### config.mk
export PLATFORM = sky130hd
export DESIGN_NAME = sia_fifo
export DESIGN_NICKNAME = d
export VERILOG_FILES = /design/src/design/sia_pkg.sv /design/src/design/sia_fifo.sv
export SDC_FILE = /design/constraint.sdc
export NUM_CORES = 1
export LEC_CHECK = 0
export BUFFER_PORTS_ARGS = -buffer_cell sky130_fd_sc_hd__buf_2
export CAP_MARGIN = 20
export CORE_MARGIN = 3
export CORE_UTILIZATION = 55
export CTS_CLUSTER_DIAMETER = 40
export CTS_CLUSTER_SIZE = 24
export DETAILED_ROUTE_END_ITERATION = 16
export GPL_ROUTABILITY_DRIVEN = 0
export GPL_TIMING_DRIVEN = 0
export PLACE_DENSITY = 0.77
export SLEW_MARGIN = 20
export SYNTH_ARGS = -nofsm -noshare
export SYNTH_HDL_FRONTEND = slang
export SYNTH_SLANG_ARGS = --single-unit
### constraint.sdc
create_clock -name clk -period 2.39 [get_ports clk]
set_input_delay 0.1195 -clock clk [delete_from_list [all_inputs] [get_ports clk]]
set_output_delay 0.1195 -clock clk [all_outputs]
set_load 0.01 [all_outputs]
### src/design/sia_pkg.sv
// Shared widths, payload type and defaults for the segment intersection unit.
package sia_pkg;

  localparam int XW            = 32;  // coordinate width
  localparam int DW            = XW + 1;  // exact difference width
  localparam int PW            = 2 * DW;  // exact product width
  localparam int FRAC_BITS_DEF = 16;
  localparam int QDEPTH        = 4;

  typedef logic signed [XW-1:0] coord_t;
  typedef logic signed [DW-1:0] diff_t;

  // values that ride along to the interpolation step
  typedef struct packed {
    coord_t x1;
    coord_t y1;
    diff_t  dax;
    diff_t  day;
  } pay_t;

endpackage

### src/design/sia_fifo.sv
// Small register queue between the front and back sections.
module sia_fifo #(
  parameter int W     = 8,
  parameter int DEPTH = sia_pkg::QDEPTH
) (
  input  logic         clk,
  input  logic         rst_n,
  input  logic         in_valid,
  output logic         in_ready,
  input  logic [W-1:0] in_data,
  output logic         out_valid,
  input  logic         out_ready,
  output logic [W-1:0] out_data
);
  localparam int AW = $clog2(DEPTH);

  logic [W-1:0]  mem_r [DEPTH];
  logic [AW-1:0] wp_r, rp_r;
  logic [AW:0]   cnt_r;
  logic          push, pop;

  assign in_ready  = (cnt_r != (AW+1)'(DEPTH));
  assign out_valid = (cnt_r != '0);
  assign push      = in_valid && in_ready;
  assign pop       = out_valid && out_ready;
  assign out_data  = mem_r[rp_r];

  always_ff @(posedge clk) begin
    if (push) begin
      mem_r[wp_r] <= in_data;
    end
  end

  always_ff @(posedge clk) begin
    if (!rst_n) begin
      wp_r  <= '0;
      rp_r  <= '0;
      cnt_r <= '0;
    end else begin
      if (push) wp_r <= (wp_r == AW'(DEPTH - 1)) ? '0 : wp_r + 1'b1;
      if (pop)  rp_r <= (rp_r == AW'(DEPTH - 1)) ? '0 : rp_r + 1'b1;
      if (push && !pop)      cnt_r <= cnt_r + 1'b1;
      else if (pop && !push) cnt_r <= cnt_r - 1'b1;
    end
  end

endmodule

==> out/results.ini <==
[synth]
synth_enable_flop_cells=32
synthArstFlopShare=0
yosys-top-cells-area=edfxtp_1 (59%), dfxtp_1 (11%), mux4_2 (11%)
ys_types=26
synth_fp_nets=112
synth_top_area_share=0.5876
yosysMostFrequentCell=edfxtp_1
yosys_most_used_dff=edfxtp_1
yosys_warnings=0
yosysTopAreaCell=edfxtp_1
ys_seq_area_frac=0.6978
syn-cell-area_um2=1635
yosys-top-cells-count=edfxtp_1 (32), dfxtp_1 (9), mux4_2 (8), ha_1 (6), nand2_1 (5)
ys_seq_elements=41
avgSynthCellArea_um2=17.58
synthCells=93

[die]
die_area_um2=3664
boundaryPins=22
start_util=0.5830
die_y_um=60.53
die_x_um=60.53
core_area_um2=2805
fp-row-count=19

[sta]
worstMarginPinSlew_ns=0.4875
fmax_ghz=0.4487
finalMaxSlewViolations=0
setup_ws_ns=0.1614
relSlewSlack=0.6750
clock_skew_ns=0.01383
min_period_over_period=0.9325
fin_crit_ns=2.229
fin_setup_tns_ns=0
grt_setup_unrepaired=no
setup_viol=0
hold_violations=0

[detailed_routing]
final_antenna_net_count=0
wl_um=2440
drtIter0Drc=30
dr.pass1.iters=4
viasPerCell=5.416
num_vias=872
wire_per_inst_um=15.16
drc=0

[power]
power.leakage_nw=0.7221
ir_drop_v=0.0007125
p_per_area_nw_per_um2=990.2

[setup_path]
worstPathArrival_ns=2.48
required_ns=2.64
critPathCaptureType=flip-flop
worstPathCellList=or3b_1 -> clkbuf_2 -> and2_4 -> ha_1 -> inv_1 -> fa_1 -> xor2_1 -> or3_2 -> a21boi_1
cpMaxStageDelayCell=or3_2
cpPeakStageDelay_ns=0.40
crit_path_max_fanout=7
startpoint_type=flip-flop
worstSetupPathType=flip-flop to flip-flop
critPathBufInv=2
worst_path_dominant_cell_family=simple AND/OR/NAND/NOR gates

[placed_design]
port_buffers=21
place_hpwl_um=1680
post-place-ws_ns=-0.01004

[global_route]
antenna_found_initial=0
grtUsageTotal=0.1543
overflow=0
grt_pass1_wl_um=3905
grt_start_max_net_pins=13
grt_pass1_vias=860

[final_layout]
drive_gt1_frac=0.3692
nets=148
area_growth_pct=19.66
diodes=0

[cts]
numCtsBuffers=5
clkLatencyLatePin_ns=0.33
cts_num_sinks=41
ctsLongestPathBuffers=2
cts_tree=yes
htreeDepth=2
cts-root-buf=clkbuf_4
cts_setup_buffers=0
clkTransAtPathRegs_ns=0.11

[worst_hold_path]
hp-class=primary input to flip-flop

[flow_run]
max_cap_violations=0

[run_status]
status=complete, no violations

-- logic make-up (layout without fill, tap and decap cells) --
| family | count (synthesis) | count (layout) | share of synthesized area |
|---|---|---|---|
| simple gates | 20 | 20 | 0.07193 |
| flops | 41 | 41 | 0.6978 |
| mux | 10 | 10 | 0.1224 |
| fa+ha+maj | 7 | 7 | 0.05815 |
| buf+inv | 7 | 44 | 0.01759 |
| compound gates | 6 | 6 | 0.02143 |
| xor+xnor | 2 | 2 | 0.01071 |
-- power by group --
group | leakage [nW] | internal [mW] | switching [mW]
combinational | 0.313 | 0.293 | 0.269
clock | 0.0399 | 0.218 | 0.198
sequential | 0.369 | 0.890 | 0.0695
-- stage by stage --
step           instance area, um^2  total power [mW]  hold WS [ns]  instances  utilization
4_1_cts                       1939             1.936       0.04646        161       0.6913
6_report                      1957             1.938       0.05309        161       0.6976
3_5_place_dp                  1779             1.505        0.3367        145       0.6343
3_3_place_gp                  1779             1.480        0.3299        145       0.6343
5_1_grt                       1957             2.068       0.04225        161       0.6976
2_1_floorplan                 1635             1.341        0.2184         93            -
-- registers in the layout, summed over array words and instances (netlist names), named ones only --
name,count
rp_r,2
mem_r,32
wp_r,2
cnt_r,3
-- worst paths after layout --
| kind | start | end | slack, ns | depth (start not counted) |
|---|---|---|---|---|
| setup / recovery | cnt_r[1] | cnt_r[2] | 0.16 | 9 |
| hold / removal | rst_n | wp_r[0] | 0.05 | 3 |
| setup reg to reg | cnt_r[1] | cnt_r[2] | 0.16 | 9 |
| hold reg to reg | wp_r[1] | wp_r[1] | 0.51 | 2 |
-- timing repair --
action	4_1_cts	5_1_grt
endpoints found under the hold margin	31	0
resized for setup	1	7
setup endpoints to repair	1	1
hold buffers	8	0
-- worst reg2reg max path, stage by stage, from the launching register on --
cell	delay [ns]
dfxtp_4	0.38
or3b_1	0.36
clkbuf_2	0.16
and2_4	0.18
ha_1	0.21
inv_1	0.07
fa_1	0.17
xor2_1	0.07
or3_2	0.40
a21boi_1	0.14
-- cells in the final DEF (no fill, tap or decap), types with 2 or more instances in the layout --
cell | Yosys | layout
nand2_1 | 5 | 5
dfxtp_1 | 9 | 6
edfxtp_1 | 32 | 32
mux4_2 | 8 | 8
buf_2 | 1 | 22
or3_2 | 2 | 2
nor2_1 | 2 | 2
clkbuf_4 | 0 | 5
dlygate4sd3_1 | 0 | 8
nand3_1 | 2 | 2
dfxtp_4 | 0 | 2
inv_1 | 3 | 3
ha_1 | 6 | 6
and3_2 | 4 | 4
clkbuf_1 | 1 | 2
mux2i_1 | 2 | 2
o21ai_0 | 4 | 4
-- final cells by class --
| class | count | area, um^2 |
|---|---|---|
| buffer | 4 | 17.52 |
| clock buffer | 6 | 41.29 |
| clock inverter | 2 | 33.78 |
| fill | 190 | 848.3 |
| inverter | 3 | 11.26 |
| multi-input combinational | 45 | 479.2 |
| sequential | 41 | 1150 |
| tap | 31 | 38.79 |
| timing repair buffer | 29 | 185.2 |
-- per-layer routing --
layer	up-vias	track usage	part of all wire	wire, um
met2	21	0.2608	0.51	1252
met3	2	0.04468	0.045	110
li1	428	-	-	-
met1	421	0.1864	0.43	1057
met4	0	0.06502	0.0078	19
met5	-	0	0	0
Note: power is estimated with default switching activity, not from simulation.
